$ cat src/hdl/ccye_pkg.sv
// Shared types and constants for the conic curve y evaluator.
// No dependencies.
package ccye_pkg;

   localparam int DATA_WIDTH_DEF = 32;
   localparam int FRAC_BITS_DEF  = 16;
   localparam int CSR_INDEX_BITS = 2;

   typedef enum logic [1:0] {
      KIND_LINE      = 2'd0,
      KIND_ELLIPSE   = 2'd1,
      KIND_HYPERBOLA = 2'd2
   } curve_kind_type;

   typedef enum logic [1:0] {
      STATUS_OK     = 2'd0,
      STATUS_DOMAIN = 2'd1,
      STATUS_SAT    = 2'd2
   } status_type;

   typedef enum logic [CSR_INDEX_BITS-1:0] {
      CSR_KIND   = 2'd0,
      CSR_COEF_A = 2'd1,
      CSR_COEF_B = 2'd2
   } csr_index_type;

   // control that rides along with every word in the pipe
   typedef struct packed {
      logic vld;
      logic is_line;
      logic ell;
      logic err;
      logic neg;
   } ctl_type;

endpackage

$ cat src/hdl/ccye_cell.sv
// One cell of the root-quotient chain: settles one bit of y = max{y : y^2*A^2 <= N}.
// Depends on ccye_pkg.
module ccye_cell import ccye_pkg::*; #(
   parameter int W = DATA_WIDTH_DEF,
   parameter int K = 0
) (
   input  logic           clock,
   input  logic           reset,
   input  logic           adv,
   input  ctl_type        ctl_in,
   input  logic [4*W-1:0] r_in,
   input  logic [3*W-1:0] p_in,
   input  logic [2*W-1:0] t_in,
   input  logic [W-1:0]   acc_in,
   input  logic [2*W:0]   lmag_in,
   output ctl_type        ctl_out,
   output logic [4*W-1:0] r_out,
   output logic [3*W-1:0] p_out,
   output logic [2*W-1:0] t_out,
   output logic [W-1:0]   acc_out,
   output logic [2*W:0]   lmag_out
);

   // r = N - acc^2*T, p = acc*T; adding bit K costs (p << K+1) + (T << 2K)
   logic [4*W:0]   trial;
   logic           take;
   ctl_type        ctl_ff;
   logic [4*W-1:0] r_ff, r_in_nxt;
   logic [3*W-1:0] p_ff, p_in_nxt;
   logic [2*W-1:0] t_ff;
   logic [W-1:0]   acc_ff, acc_in_nxt;
   logic [2*W:0]   lmag_ff;

   always_comb begin
      trial      = ((4*W+1)'(p_in) << (K + 1)) + ((4*W+1)'(t_in) << (2 * K));
      take       = ({1'b0, r_in} >= trial);
      r_in_nxt   = take ? (r_in - trial[4*W-1:0]) : r_in;
      p_in_nxt   = take ? (p_in + ((3*W)'(t_in) << K)) : p_in;
      acc_in_nxt = take ? (acc_in | (W'(1) << K)) : acc_in;
   end

   always_ff @(posedge clock) begin
      if (reset) begin
         ctl_ff.vld <= 1'b0;
      end else if (adv) begin
         ctl_ff.vld <= ctl_in.vld;
      end
      if (adv) begin
         {ctl_ff.is_line, ctl_ff.ell, ctl_ff.err, ctl_ff.neg} <=
            {ctl_in.is_line, ctl_in.ell, ctl_in.err, ctl_in.neg};
         r_ff    <= r_in_nxt;
         p_ff    <= p_in_nxt;
         t_ff    <= t_in;
         acc_ff  <= acc_in_nxt;
         lmag_ff <= lmag_in;
      end
   end

   assign ctl_out  = ctl_ff;
   assign r_out    = r_ff;
   assign p_out    = p_ff;
   assign t_out    = t_ff;
   assign acc_out  = acc_ff;
   assign lmag_out = lmag_ff;

endmodule

$ cat config.mk
export PLATFORM = sky130hd
export DESIGN_NAME = ccye_cell
export DESIGN_NICKNAME = d
export VERILOG_FILES = /design/src/hdl/ccye_pkg.sv /design/src/hdl/ccye_cell.sv
export SDC_FILE = /design/constraint.sdc
export NUM_CORES = 1
export LEC_CHECK = 0
export BUFFER_PORTS_ARGS = -buffer_cell sky130_fd_sc_hd__buf_4
export CORE_AREA = 2 2 300 302
export CTS_BUF_LIST = sky130_fd_sc_hd__clkbuf_8
export CTS_CLUSTER_SIZE = 25
export DETAILED_ROUTE_END_ITERATION = 6
export DIE_AREA = 0 0 302 304
export REMOVE_ABC_BUFFERS = 1
export SETUP_SLACK_MARGIN = 0.5
export SYNTH_ARGS = -nofsm -noshare
export SYNTH_HDL_FRONTEND = slang
export SYNTH_SLANG_ARGS = --single-unit
$ cat constraint.sdc
create_clock -name clock -period 8.4 [get_ports clock]
set_input_delay 0.42 -clock clock [delete_from_list [all_inputs] [get_ports clock]]
set_output_delay 0.42 -clock clock [all_outputs]
set_load 0.005 [all_outputs]
==> results of run 1 <==
==> repair_timing <==
action | in CTS | in global routing
endpoints found under the hold margin | 325 | 0
setup endpoints to repair | 0 | 75
buffers inserted | 0 | 0
resized for setup | 0 | 5
hold buffers | 326 | 0
==> through the flow <==
stage                     setup TNS [ns]  std cells  setup slack, ns  power (W)  utilization, %
after CTS                              0       5496            0.733    0.00767            46.2
after global routing                   0       5504            0.529    0.00806            46.2
final                                  0       5508             1.00    0.00764            46.2
after detailed placement               0       5042            0.656    0.00558            40.9
after floorplan                 -2026.84       3058            -9.47    0.00418               -
after global placement                 0       5042            0.910    0.00559            40.9
==> cell usage after synthesis, types with 68 or more instances <==
master    number  share of area [%]
a21o_1       109                2.8
a21oi_1      317                5.4
clkbuf_1      92                1.2
edfxtp_1     389                 40
ha_1         225                9.5
inv_1         87                1.1
nand2_1      410                5.2
nand4_1      103                2.2
nor2_1       180                2.3
nor3_1        68                1.2
o21ai_0      309                5.2
xnor2_1      155                4.6
xor2_1       152                4.5
==> final cells by class <==
class                           count  area share [%]
Sequential cell                   390            28.4
Multi-Input combinational cell   2581            40.8
Clock buffer                       75            2.51
Timing Repair Buffer             1134            22.8
Antenna cell                       12          0.0730
Clock inverter                     53            1.02
Inverter                           87           0.794
Tap cell                         1176            3.58
==> worst paths after layout <==
path                           startpoint                 endpoint
setup / recovery                  p_in[0]     r_out[124]$_DFFE_PP_
hold / removal                   p_in[51]      p_out[51]$_DFFE_PP_
setup reg to reg  ctl_out[4]$_SDFFE_PP0P_  ctl_out[4]$_SDFFE_PP0P_
hold reg to reg   ctl_out[4]$_SDFFE_PP0P_  ctl_out[4]$_SDFFE_PP0P_
==> state kept, by name, indices dropped and copies added, names as in the netlist <==
register and cells:
acc_out 32, ctl_out 5, lmag_out 65, p_out 96
t_out 64, r_out 128
==> power breakdown <==
part	internal (W)	leakage (nW)	switching, W	total (W)
registers	0.00254	3.82	0.000110	0.00265
logic	0.00132	12.1	0.00176	0.00307
clock network	0.00100	0.832	0.000918	0.00192
total	0.00485	16.8	0.00278	0.00764
==> cell families (layout without fill, tap and decap cells) <==
| logic type | count (synthesis) | in the layout |
|---|---|---|
| flip-flops | 390 | 390 |
| XOR/XNOR | 307 | 307 |
| buffers and inverters | 236 | 1349 |
| multiplexers | 10 | 10 |
| AND/OR/NAND/NOR | 1017 | 1017 |
| other | 0 | 12 |
| adder cells (fa/ha/maj) | 228 | 228 |
| AO/OA/AOI/OAI | 1019 | 1019 |
==> per-layer routing <==
metal | part of all wire, % | track usage, % | up-vias
met2 | 47 | 43.1 | 1110
met5 | 0.10 | 0 | -
met3 | 6.9 | 5.77 | 243
li1 | - | - | 14100
met1 | 42 | 33.0 | 13900
met4 | 3.8 | 9.95 | 20
==> worst max-delay path: cells and delay by family <==
family                   cells  cell delay (ns)
XOR/XNOR                     2             0.26
AO/OA/AOI/OAI                7             1.91
AND/OR/NAND/NOR             11             2.92
buffers and inverters        5             1.26
adder cells (fa/ha/maj)      3             1.02
==> results.json, run 1 <==
{
  "vias": 29400,
  "hold_ws_ns": 0.0549,
  "syn_to_final_growth_pct": 39.4,
  "ys_ff_latch": 390,
  "die_area_sq_mm": 0.0918,
  "synth-simple-area-share_pct": 16.4,
  "initialDrtViolationCount": 2307,
  "clkTransAtPathRegs_ns": 0.06,
  "drc": 0,
  "h-tree-depth": 3,
  "nFillCells": 8607,
  "muxShareOfSynthArea_pct": 0.377,
  "die_h_um": 304,
  "timing.reg2reg.worst_path_depth": 3,
  "hold_depth": 3,
  "grt_max_degree": 149,
  "crit_path_max_incr_delay_ns": 0.60,
  "gp_congestion": 0.963,
  "seq_area_sq_mm": 0.0117,
  "synth-xor-area-share_pct": 9.11,
  "status": "finished, final reports clean",
  "tightest_slew_ns": 0.997,
  "synth-edff-count": 389,
  "ys_types": 88,
  "slew_headroom_pct": 31.8,
  "nets": 4890,
  "yosysSeqAreaShare_pct": 39.6,
  "synth_flop_cell": "edfxtp_1",
  "cp.arrival_ns": 7.85,
  "cts_sinks": 390,
  "layout_commonest_cell": "buf_4",
  "slew_viol_final": 0,
  "rows": 110,
  "multi_input_area_sq_mm": 0.0168,
  "dr.pass1.iters": 5,
  "antenna_found_initial": 22,
  "drt-vias-per-instance": 5.33,
  "timing.final.crit_period_ns": 7.40,
  "grt_pass1_wl_mm": 182,
  "grt_overflow": 0,
  "grt.total_usage_pct": 26.1,
  "reg2reg_slack_ns": 7.27,
  "die_w_um": 302,
  "final_cell_mix": "803 x buf_4, 410 x nand2_1, 389 x edfxtp_1",
  "synth_area_sq_mm": 0.0295,
  "max_cap_viol_count": 0,
  "crit_path_end_kind": "register",
  "io_buffers": 782,
  "cts-root-buf": "clkbuf_8",
  "worstSetupPathType": "input pin to register",
  "place_area_sq_mm": 0.0364,
  "syn_avg_cell_area_sq_um": 9.20,
  "clkLatencyLatePin_ns": 0.69,
  "core_sq_mm": 0.0890,
  "synthAdderAreaFrac_pct": 9.74,
  "postSynthCellCount": 3207,
  "rsz0062_at_grt": "false",
  "synth_warnings": 0,
  "layout-drive-gt1-share_pct": 22.0,
  "synth-compound-area-share_pct": 21.2,
  "min_path_type": "input pin to register",
  "grt_pass1_vias": 29200,
  "crit_slowest_cell": "dlygate4sd3_1",
  "finalCritPeriodShare_pct": 88.1,
  "skew_ns": 0,
  "fmax_mhz": 135,
  "async_flop_share_pct": 0,
  "leakage_nw": 16.8,
  "path_max_fanout": 34,
  "cp-start-kind": "input pin",
  "drtAntennaViolNets": 0,
  "wl_per_cell_um": 22.6,
  "cts_inserted_buffers": 75,
  "synth_top_family_by_area": "compound AO/OA/AOI/OAI gates",
  "power_density_mw_per_mm2": 186,
  "finalWirelength_mm": 125,
  "ioPinCount": 783,
  "initial_core_util_pct": 33.1,
  "cts_tree": "built",
  "ir_worst_vdd_mv": 0.125,
  "design_area_sq_mm": 0.0411,
  "clk_path_buf_depth": 3,
  "dp_hpwl_mm": 99.9,
  "setup_violations": 0,
  "critPathRequiredTime_ns": 8.85,
  "hold_viol": 0
}
Note: power is estimated with default switching activity, not from simulation.
==> run 2: changes to the inputs <==
--- a/config.mk
+++ b/config.mk
@@ -11,6 +11,7 @@
 export CTS_CLUSTER_SIZE = 25
 export DETAILED_ROUTE_END_ITERATION = 6
 export DIE_AREA = 0 0 302 304
+export PLACE_DENSITY_LB_ADDON = 0.12
 export REMOVE_ABC_BUFFERS = 1
 export SETUP_SLACK_MARGIN = 0.5
 export SYNTH_ARGS = -nofsm -noshare
==> run 2 against run 1 <==
Net effect: wire length rose by 1.5%; global-route usage rose by 0.40 points; critical path depth is 2 lower; clock power is essentially flat; clock-buffer cell count is 1 higher; largest power group unchanged.
==> results.json, run 2 (synthesis gave the netlist of run 1 again) <==
{
  "core_sq_mm": 0.0890,
  "io_buffers": 782,
  "cts_sinks": 390,
  "critPathRequiredTime_ns": 8.83,
  "leakage_nw": 17.0,
  "drtAntennaViolNets": 0,
  "drt-vias-per-instance": 5.29,
  "wl_per_cell_um": 22.7,
  "grt_pass1_wl_mm": 183,
  "clkTransAtPathRegs_ns": 0.06,
  "timing.final.crit_period_ns": 7.50,
  "min_path_type": "input pin to register",
  "finalWirelength_mm": 126,
  "fmax_mhz": 133,
  "syn_to_final_growth_pct": 41.1,
  "rsz0062_at_grt": "false",
  "place_area_sq_mm": 0.0364,
  "skew_ns": 0,
  "timing.rr.start": "ctl_out[4]$_SDFFE_PP0P_",
  "vias": 29400,
  "tightest_slew_ns": 1.09,
  "initialDrtViolationCount": 2266,
  "die_w_um": 302,
  "grt_max_degree": 165,
  "grt_pass1_vias": 29000,
  "crit_start": "t_in[1]",
  "cts_inserted_buffers": 75,
  "grt_overflow": 0,
  "path_max_fanout": 6,
  "setup_violations": 0,
  "layout_commonest_cell": "buf_4",
  "slew_headroom_pct": 27.4,
  "die_area_sq_mm": 0.0918,
  "timing.reg2reg.worst_path_depth": 3,
  "ioPinCount": 783,
  "final_cell_mix": "797 x buf_4, 410 x nand2_1, 389 x edfxtp_1",
  "nets": 4936,
  "max_cap_viol_count": 0,
  "dp_hpwl_mm": 101,
  "worstSetupPathType": "input pin to register",
  "endpoint": "r_out[117]$_DFFE_PP_",
  "cts_tree": "built",
  "layout-drive-gt1-share_pct": 21.9,
  "drc": 0,
  "power_density_mw_per_mm2": 184,
  "reg2reg_slack_ns": 7.27,
  "reg2reg_to": "ctl_out[4]$_SDFFE_PP0P_",
  "clk_path_buf_depth": 3,
  "antenna_found_initial": 20,
  "crit_path_end_kind": "register",
  "hold_viol": 0,
  "die_h_um": 304,
  "finish.utilization_pct": 46.8,
  "cts-root-buf": "clkbuf_8",
  "ir_worst_vdd_mv": 0.139,
  "slew_viol_final": 0,
  "finalCritPeriodShare_pct": 89.3,
  "largest_reg_flops": 128,
  "design_area_sq_mm": 0.0417,
  "grt.total_usage_pct": 26.5,
  "cp-start-kind": "input pin",
  "h-tree-depth": 3,
  "clkLatencyLatePin_ns": 0.69,
  "postCtsSetupBuffers": 0,
  "cp.arrival_ns": 7.93,
  "initial_core_util_pct": 33.1,
  "rows": 110,
  "dr.pass1.iters": 6,
  "gp_congestion": 0.936,
  "status": "finished, final reports clean"
}
run 2: cell count changes in the layout (fill, tap and decap cells not counted), sizes merged:
cell / change
clkinv: +8
bufinv: -2
inv: -3
clkbuf: +1
dlygate4sd3: +51
diode: -1
buf: -5
run 2: worst min path at each step:
stage                                  from                      end  slack, ns  cells after the start
floorplan           ctl_out[4]$_SDFFE_PP0P_  ctl_out[4]$_SDFFE_PP0P_       0.48                      2
global placement    ctl_out[4]$_SDFFE_PP0P_  ctl_out[4]$_SDFFE_PP0P_       0.48                      2
detailed placement  ctl_out[4]$_SDFFE_PP0P_  ctl_out[4]$_SDFFE_PP0P_       0.49                      2
CTS                                p_in[89]      p_out[89]$_DFFE_PP_      0.002                      2
global route                       p_in[77]      p_out[77]$_DFFE_PP_       0.03                      2
finish                             p_in[77]      p_out[77]$_DFFE_PP_       0.08                      2
run 2: cell type report:
class / count / area, sq um
antenna: 11 / 27.5
clock buffer: 76 / 1050
clock inverter: 56 / 420
fill: 8646 / 47400
inverter: 87 / 327
multi-input combinational: 2581 / 16800
sequential: 390 / 11700
tap: 1176 / 1470
timing repair buffer: 1180 / 9880
run 2: routing by layer:
layer / GRT usage (%) / vias up / share of wire, %
met4: 9.37 / 20 / 3.3
met2: 43.2 / 1071 / 46
met5: 0 / - / 0.11
met3: 5.78 / 212 / 6.9
li1: - / 14200 / -
met1: 34.4 / 13900 / 43
run 2: metrics by stage:
| stage | std cells | hold slack, ns | TNS (ns) | total power, W | worst slack [ns] |
|---|---|---|---|---|---|
| 2_1_floorplan | 3058 | 0.485 | -2026.84 | 0.00418 | -9.47 |
| 3_3_place_gp | 5037 | 0.481 | 0 | 0.00558 | 0.883 |
| 3_5_place_dp | 5037 | 0.493 | 0 | 0.00557 | 0.693 |
| 4_1_cts | 5546 | 0.00181 | 0 | 0.00772 | 0.923 |
| 5_1_grt | 5552 | 0.0296 | 0 | 0.00809 | 0.512 |
| 6_report | 5557 | 0.0822 | 0 | 0.00766 | 0.898 |
run 2: where the power goes:
part	internal (W)	leakage [nW]	switching, W
clock network	0.000969	0.829	0.000969
logic	0.00133	12.3	0.00175
registers	0.00254	3.82	0.000107
total	0.00483	17.0	0.00283
run 2: what timing repair did:
item                                   CTS  global route
setup endpoints to repair                0            50
hold buffers                           377             0
resized for setup                        0             2
endpoints found under the hold margin  376             0
run 2: worst max-delay path: stages:
cell and delay (ns):
dlygate4sd3_1 0.55, buf_4 0.16, ha_1 0.21, inv_1 0.07
fa_1 0.21, nand2b_1 0.18, a211oi_1 0.12, o311ai_0 0.62
a41oi_1 0.35, a31oi_1 0.47, o21ai_0 0.23, a21boi_0 0.34
o21ai_1 0.17, a31oi_1 0.27, o21ai_1 0.10, xnor2_1 0.17
ha_1 0.24, a21oi_1 0.14, o21ai_0 0.20, a2111oi_0 0.77
nand3_1 0.32, o211ai_1 0.31, nand3_1 0.31, a21o_1 0.35
a2111oi_0 0.49, xor2_1 0.12
